[src/rtl/core/llcf_pkg.sv]
// shared constants, types and widths for the lat/lon to cartesian and flat block
package llcf_pkg;

  localparam int FRAC_BITS       = 16;
  localparam int TRIG_ITERATIONS = 18;
  localparam int ONE             = 2 ** FRAC_BITS;

  // cordic datapath width: q60 values of magnitude below two
  localparam int CW  = 62;
  localparam int SHW = (TRIG_ITERATIONS > 1) ? $clog2(TRIG_ITERATIONS) : 1;

  localparam int FRONT_STAGES = 3;
  localparam int BACK_STAGES  = 3;
  localparam int NSTAGES      = FRONT_STAGES + TRIG_ITERATIONS + BACK_STAGES;

  localparam logic [63:0] PI_Q60 = 64'h3243F6A8885A308D;

  typedef logic signed [CW-1:0] cw_t;

  typedef struct packed {
    cw_t x;
    cw_t y;
    cw_t z;
  } rot_t;

  typedef struct packed {
    logic sneg;
    logic cneg;
  } quad_t;

  // data riding alongside the rotators
  typedef struct packed {
    quad_t       lat_q;
    quad_t       lon_q;
    logic        fx_neg;
    logic [17:0] fx_q;
    logic        fy_neg;
    logic [15:0] fy_q;
    logic        last;
  } side_t;

  typedef logic signed [23:0] lat_t;
  typedef logic signed [25:0] lon_t;
  typedef logic signed [17:0] sph_t;
  typedef logic signed [17:0] flx_t;
  typedef logic signed [16:0] fly_t;

endpackage

[src/rtl/core/llcf_front.sv]
// front stages: angle folding, degree to radian scaling, flat map division
module llcf_front import llcf_pkg::*; (
  input  logic                    clk,
  input  logic [FRONT_STAGES-1:0] en,
  input  lat_t                    lat_deg,
  input  lon_t                    lon_deg,
  input  logic                    last_point,
  output rot_t                    lat_rot,
  output rot_t                    lon_rot,
  output side_t                   side
);

  localparam logic signed [26:0] D90  = 27'(90 * ONE);
  localparam logic signed [26:0] D180 = 27'(180 * ONE);
  localparam logic signed [26:0] D270 = 27'(270 * ONE);
  localparam logic signed [26:0] D360 = 27'(360 * ONE);
  localparam logic signed [26:0] D720 = 27'(720 * ONE);

  localparam logic [63:0] RAD_Q60 = PI_Q60 / 64'd180;
  localparam logic [22:0] RAD_HI  = RAD_Q60[54:32];
  localparam logic [31:0] RAD_LO  = RAD_Q60[31:0];
  localparam cw_t         GAIN_Q60 = 62'sd700114967507362900;

  // floor(b / 45) = (b * RECIP45) >> 31 for all b below 2^24
  localparam logic [25:0] RECIP45 = 26'(((64'd1 << 31) + 64'd44) / 64'd45);

  typedef struct packed {
    quad_t       q;
    logic [22:0] ang;
  } fold_t;

  // map [0, 360) degrees onto [0, 90] with sign flips for sin and cos
  function automatic fold_t fold(input logic signed [26:0] d);
    fold_t f;
    f = '0;
    priority if (d <= D90) begin
      f.ang = d[22:0];
    end else if (d < D180) begin
      f.ang    = 23'(D180 - d);
      f.q.cneg = 1'b1;
    end else if (d <= D270) begin
      f.ang    = 23'(d - D180);
      f.q.sneg = 1'b1;
      f.q.cneg = 1'b1;
    end else begin
      f.ang    = 23'(D360 - d);
      f.q.sneg = 1'b1;
    end
    return f;
  endfunction

  logic signed [26:0] lat_s, lon_s, lat_red, lon_red;
  lon_t               fx_num;

  fold_t              fl_lat_r, fl_lon_r;
  lon_t               fxn_r;
  lat_t               fyn_r;
  logic               last0_r, last1_r;

  logic [45:0]        phi_lat_r, phi_lon_r;
  logic [54:0]        plo_lat_r, plo_lon_r;
  quad_t              q_lat_r, q_lon_r;
  logic [23:0]        bx_r;
  logic [21:0]        by_r;
  logic               fxneg_r, fyneg_r;
  logic signed [26:0] ax;
  logic signed [24:0] ay;

  logic [49:0]        qx_prod;
  logic [47:0]        qy_prod;
  cw_t                z_lat_r, z_lon_r;
  side_t              side_r;

  always_comb begin
    lat_s   = 27'(lat_deg);
    lon_s   = 27'(lon_deg);
    lat_red = (lat_s < 0) ? lat_s + D360 : lat_s;
    priority if (lon_s < -D360) begin
      lon_red = lon_s + D720;
    end else if (lon_s < 0) begin
      lon_red = lon_s + D360;
    end else if (lon_s >= D360) begin
      lon_red = lon_s - D360;
    end else begin
      lon_red = lon_s;
    end
    fx_num = (lon_deg > lon_t'(180 * ONE)) ? lon_deg - lon_t'(360 * ONE) : lon_deg;
  end

  always_ff @(posedge clk) begin
    if (en[0]) begin
      fl_lat_r <= fold(lat_red);
      fl_lon_r <= fold(lon_red);
      fxn_r    <= fx_num;
      fyn_r    <= lat_deg;
      last0_r  <= last_point;
    end
  end

  // magnitude plus half the divisor, then divide by four ahead of the /45
  always_comb begin
    ax = fxn_r[25] ? (27'sd90 - 27'(fxn_r)) : (27'(fxn_r) + 27'sd90);
    ay = fyn_r[23] ? (25'sd90 - 25'(fyn_r)) : (25'(fyn_r) + 25'sd90);
  end

  always_ff @(posedge clk) begin
    if (en[1]) begin
      phi_lat_r <= 46'(fl_lat_r.ang) * 46'(RAD_HI);
      plo_lat_r <= 55'(fl_lat_r.ang) * 55'(RAD_LO);
      phi_lon_r <= 46'(fl_lon_r.ang) * 46'(RAD_HI);
      plo_lon_r <= 55'(fl_lon_r.ang) * 55'(RAD_LO);
      q_lat_r   <= fl_lat_r.q;
      q_lon_r   <= fl_lon_r.q;
      bx_r      <= ax[25:2];
      by_r      <= ay[23:2];
      fxneg_r   <= fxn_r[25];
      fyneg_r   <= fyn_r[23];
      last1_r   <= last0_r;
    end
  end

  always_comb begin
    qx_prod = 50'(bx_r) * 50'(RECIP45);
    qy_prod = 48'(by_r) * 48'(RECIP45);
  end

  always_ff @(posedge clk) begin
    if (en[2]) begin
      z_lat_r       <= (CW'(phi_lat_r) << FRAC_BITS) + CW'(plo_lat_r >> FRAC_BITS);
      z_lon_r       <= (CW'(phi_lon_r) << FRAC_BITS) + CW'(plo_lon_r >> FRAC_BITS);
      side_r.lat_q  <= q_lat_r;
      side_r.lon_q  <= q_lon_r;
      side_r.fx_neg <= fxneg_r;
      side_r.fx_q   <= qx_prod[48:31];
      side_r.fy_neg <= fyneg_r;
      side_r.fy_q   <= qy_prod[46:31];
      side_r.last   <= last1_r;
    end
  end

  assign lat_rot = '{x: GAIN_Q60, y: '0, z: z_lat_r};
  assign lon_rot = '{x: GAIN_Q60, y: '0, z: z_lon_r};
  assign side    = side_r;

endmodule

[config.mk]
export PLATFORM = sky130hd
export DESIGN_NAME = llcf_front
export DESIGN_NICKNAME = d
export VERILOG_FILES = /design/src/rtl/core/llcf_pkg.sv /design/src/rtl/core/llcf_front.sv
export SDC_FILE = /design/constraint.sdc
export NUM_CORES = 2
export LEC_CHECK = 0
export BUFFER_PORTS_ARGS = -buffer_cell sky130_fd_sc_hd__buf_4
export CAP_MARGIN = 15
export CORE_ASPECT_RATIO = 0.9
export CORE_MARGIN = 5
export CORE_UTILIZATION = 45
export DETAILED_ROUTE_END_ITERATION = 12
export PLACE_DENSITY = 0.75
export SLEW_MARGIN = 20
export SYNTH_ARGS = -nofsm -noshare
export SYNTH_HDL_FRONTEND = slang
export SYNTH_SLANG_ARGS = --single-unit
[constraint.sdc]
create_clock -name clk -period 7.2 [get_ports clk]
set_input_delay 1.44 -clock clk [delete_from_list [all_inputs] [get_ports clk]]
set_output_delay 1.44 -clock clk [all_outputs]
set_load 0.02 [all_outputs]
* Yosys cells after proc, flatten, opt, wreduce, memory -nomap -nowiden
Index checks and enable logic that the tools add are counted. Widths: inputs -> output; s select.
Word-level totals: flip-flop bits (word level) 515, output and inout port bits 413, logic and storage cells 84, input port bits 55
Cells by class: order comparisons 11, $add $sub $neg 17, multiply operators 6, multiplexer cells 17
Operator list (count):
- $add 62x39->62 | 2
- $mux 27 | 4
- $mul 23x30->53 const B | 2
- $mux 23 | 4
- $mul 23x22->45 const B | 2
- $mux 24 | 3
- $le 27x24->1 const B | 2
- $le 27x26->1 const B | 2
- $lt 27x25->1 const B | 2
- $mux 26 | 2
- $mul 24x26->49 const B | 1
- $mul 22x26->47 const B | 1
- $sub 22x23->23 const A | 2
- $sub 23x23->23 const A | 2
- $sub 23x23->23 const B | 2
- $add 24x26->27 const B | 1
- $add 26x26->27 const B | 1
- $add 26x27->27 const B | 1
- $sub 26x26->27 const B | 1
- $add 26x8->26 const B | 1
- $ge 26x26->1 const B | 1
- $gt 26x25->1 const B | 1
- $lt 26x1->1 const B | 1
- $lt 26x26->1 const B | 1
- other kinds (6) | 9

* Longest topological paths before layout
depth in word-level cells 8, depth in mapped cells 26, depth with buffers taken out 26

* Worst setup path before layout
OpenSTA, ideal clock, no wires.
kind reg-to-reg, start reg fl_lon_r[7] (netlist bit), end reg phi_lon_r[44], data pin, data required time 6941 ps, slack 67 ps, setup time 259 ps, path buffers 0, stages on the path, launching flop included 25, clock period less this slack 7133 ps, arrival time 6874 ps, path through edfxtp_1 inv_1 fa_1 inv_1 fa_1 inv_1 fa_1 inv_1 fa_1 fa_1 fa_1 inv_1 fa_1 inv_1 ha_1 and3_1 and4_1 nand3_1 nor2_1 a211o_1 a211o_1 a21oi_1 o21bai_1 a41oi_1 xnor2_1
Between the ends: word-level cells in the longest chain between the ends 1
Ends and longest elaborated chain:
- start: declaration | line llcf_front.sv:55 | fold_t fl_lat_r, fl_lon_r;
- start signal: assignment | line llcf_front.sv:93 | fl_lon_r <= fold(lon_red);
- $mul 23x22->45 | line llcf_front.sv:110 | phi_lon_r <= 46'(fl_lon_r.ang) * 46'(RAD_HI);
- end signal: assignment | line llcf_front.sv:110
- end: declaration | line llcf_front.sv:60 | logic [45:0] phi_lat_r, phi_lon_r;
No other way between the ends. A chain may end at the register's enable or synchronous reset.

* Worst setup path after layout
start reg fl_lat_r[10] (netlist bit), end reg phi_lat_r[43], data pin
Between the ends: word-level cells in the longest chain between the ends 1
Ends and longest elaborated chain:
- start: declaration | line llcf_front.sv:55
- start signal: assignment | line llcf_front.sv:92 | fl_lat_r <= fold(lat_red);
- $mul 23x22->45 | line llcf_front.sv:108 | phi_lat_r <= 46'(fl_lat_r.ang) * 46'(RAD_HI);
- end signal: assignment | line llcf_front.sv:108
- end: declaration | line llcf_front.sv:60
No other way between the ends.

==> qor.csv <==
metric,value,unit
Core Area,168200,µm²
outcome,completed,
GRT met1 Usage,0.3251,
"worst slack, placed",-139.3,ps
largest net degree at the start of global routing,128,
Worst setup EP type,flop,
met2 Track Usage GR,0.3792,
worst endpoint required time,7700,ps
TNS Setup,0,ps
WHS Endpoint,side[37]$_DFFE_PP_,
HP Class,flop to flop,
dominant cell type by area after synthesis,fa_1,
syn_area_per_cell,10.59,µm²
Gate Count Post-Synth,7164,
dpl hpwl,178400,µm
"Slew Viols, Final",0,
reg-to-reg critical path endpoint,phi_lat_r[43]$_DFFE_PP_,
max cap viols,0,
Yosys warnings,0,
Worst R2R Start,fl_lat_r[10]$_DFFE_PP_,
Worst-Skew Late Latency,710,ps
CTS Buf Count,60,
crit path DAT,7510,ps
Clock Path Buffers,3,
cell repeated most along the worst path,fa_1,
post-route DRC violation count,0,
routability congestion estimate,0.9771,
Worst Hold Launch,q_lon_r[0]$_DFFE_PP_,
hold_buf cts,0,
f_max,142.6,MHz
Top Family by Delay on Critical Path,adder cells,
fin util,0.4924,
vias in the first global route,53600,
post-synthesis cell area,75900,µm²
Synth cell types,88,
router iterations before antenna repair,8,
Row Count,143,
critical-path cell list,inv_1 -> buf_4 -> fa_1 -> inv_1 -> fa_1 -> inv_1 -> fa_1 -> inv_1 -> fa_1 -> fa_1 -> fa_1 -> fa_1 -> ha_1 -> a21o_1 -> a21o_1 -> a211oi_1 -> nand3b_1 -> a31o_2 -> a21o_4 -> o21ai_0 -> buf_4 -> a41o_1 -> o311ai_0,
Tmin final,7012,ps
slew of the pin with the lowest slew margin,1052,ps
antenna violations before repair,18,
grt peak-use layer,met2,
Synth async-reset ratio,0,
Die Wd,442.9,µm
final wirelength,205800,µm
slowest cell delay on critical path,570,ps
Post-synth EDFFs,485,
"commonest non-fill, non-tap cell in the layout",inv_1,
FILL cells,15190,
"FF+latch count, synth",485,
met3 Use GR,0.03597,
GRT Overall Usage,0.2319,
Tcrit/Tclk final,0.9738,
Vias per Instance,5.172,
final hold vios,0,
synth top area cells,"fa_1 30%, ha_1 22%, edfxtp_1 19%",
crit-path max FO,5,
"antenna viol nets, final",0,
htree depth,2,
"Clk pin slew, worst setup/hold paths",70,ps
Max transition margin,0.2987,
first-pass GRT wire length,315900,µm
"Seq/Total Area, Yosys",0.1919,
final clock skew,28.50,ps
r2r worst-path depth,23,
reg2reg setup slack,190,ps
CTS tree,yes,
startpoint types,flop,
Die Ht,399.6,µm
DRT iter0 DRCs,3822,
slowest CP cell,fa_1,
Layout Nets,10110,
predominant post-synthesis flop cell,edfxtp_1,
Layout area overhead,9.112,%
number of port buffers,219,
layout cells sized above 1,0.07556,
Initial Util,0.4513,
Root Driver,clkbuf_16,
most frequent cells in the layout,"1860 x inv_1, 1338 x ha_1, 1136 x fa_1",
Setup CP Type,flop to flop,
Worst Path Buf+Inv,6,
setup slack after layout,188.3,ps
clk sinks,485,
die area,177000,µm²
GRT overflow,0,
Final Setup Violations,0,
share of the synthesized area in the top cell type,0.3002,
hold path depth,0,
wire per inst,20.84,µm
I/O pin total,468,
via count,51080,
==> synth_stat cells, types with 36 or more instances <==
| master | instances |
|---|---|
| inv_1 | 1864 |
| ha_1 | 1342 |
| fa_1 | 1138 |
| edfxtp_1 | 485 |
| a21oi_1 | 276 |
| buf_4 | 249 |
| xnor2_1 | 242 |
| nor2_1 | 229 |
| nand2_1 | 185 |
| o21ai_0 | 150 |
| a21o_1 | 125 |
| xor2_1 | 97 |
| nand3_1 | 85 |
| nor3_1 | 72 |
| o21a_1 | 42 |
| clkbuf_1 | 40 |
| and3_1 | 37 |
| nand2b_1 | 36 |
| nand4_1 | 36 |
==> worst max path at each step <==
stage	cells past startpoint	endpoint	slack (ps)	startpoint
5_1_grt	25	phi_lon_r[43]$_DFFE_PP_	-90	fl_lon_r[10]$_DFFE_PP_
2_1_floorplan	24	phi_lon_r[44]$_DFFE_PP_	70	fl_lon_r[7]$_DFFE_PP_
3_5_place_dp	22	plo_lon_r[54]$_DFFE_PP_	-140	fl_lon_r[11]$_DFFE_PP_
6_report	23	phi_lat_r[43]$_DFFE_PP_	190	fl_lat_r[10]$_DFFE_PP_
4_1_cts	21	phi_lon_r[42]$_DFFE_PP_	20	fl_lon_r[10]$_DFFE_PP_
3_3_place_gp	22	plo_lon_r[54]$_DFFE_PP_	50	fl_lon_r[11]$_DFFE_PP_
==> routing by layer <==
| layer | part of all wire | wire (µm) |
|---|---|---|
| met5 | 0.00036 | 75 |
| met3 | 0.068 | 14010 |
| met1 | 0.44 | 90100 |
| met4 | 0.027 | 5490 |
| met2 | 0.47 | 96140 |
==> layout make-up <==
cell class / instances / area [µm²] / share of cell area
diodes: 6 / 15.01 / 0.0001813
multi-input cells: 4762 / 53350 / 0.6442
repair buffers: 394 / 3000 / 0.03623
clock inverters: 49 / 521.8 / 0.006300
well taps: 2247 / 2811 / 0.03395
clock buffers: 65 / 1541 / 0.01861
inverters: 1868 / 7012 / 0.08467
flip-flops and latches: 485 / 14560 / 0.1759
==> logic make-up after synthesis <==
group | synth area share
adder cells (fa/ha/maj) | 0.5214
buffers and inverters | 0.1195
AO/OA/AOI/OAI | 0.07316
AND/OR/NAND/NOR | 0.05351
flip-flops | 0.1919
XOR/XNOR | 0.03933
multiplexers | 0.001088
other | 0.00009895
==> per-stage QoR <==
step	instances	hold WS, ps	instance area, µm²
after floorplan	7410	400.3	76820
after global placement	9738	401.4	80430
after detailed placement	9738	404.5	80430
after CTS	9852	416.4	82510
after global routing	9873	423.9	82800
final	9876	415.5	82810
==> state kept, by name, summed over array words and instances (netlist names) <==
| signal | cells |
|---|---|
| bx_r | 24 |
| by_r | 22 |
| fl_lat_r | 25 |
| fl_lon_r | 25 |
| fxn_r | 25 |
| fxneg_r | 1 |
| fyn_r | 23 |
| fyneg_r | 1 |
| last0_r | 1 |
| last1_r | 1 |
| phi_lat_r | 43 |
| phi_lon_r | 43 |
| plo_lat_r | 41 |
| plo_lon_r | 41 |
| q_lat_r | 2 |
| q_lon_r | 2 |
| side | 41 |
| z_lat_r | 62 |
| z_lon_r | 62 |
==> timing repair <==
| item | CTS | global route |
|---|---|---|
| setup buffers | 0 | 18 |
| setup endpoints to repair | 3 | 40 |
| pin swaps | 1 | 4 |
| resized for setup | 2 | 38 |
Power is not shown: default switching activity piles up to over one toggle a cycle in this logic, so the estimate is an artifact.
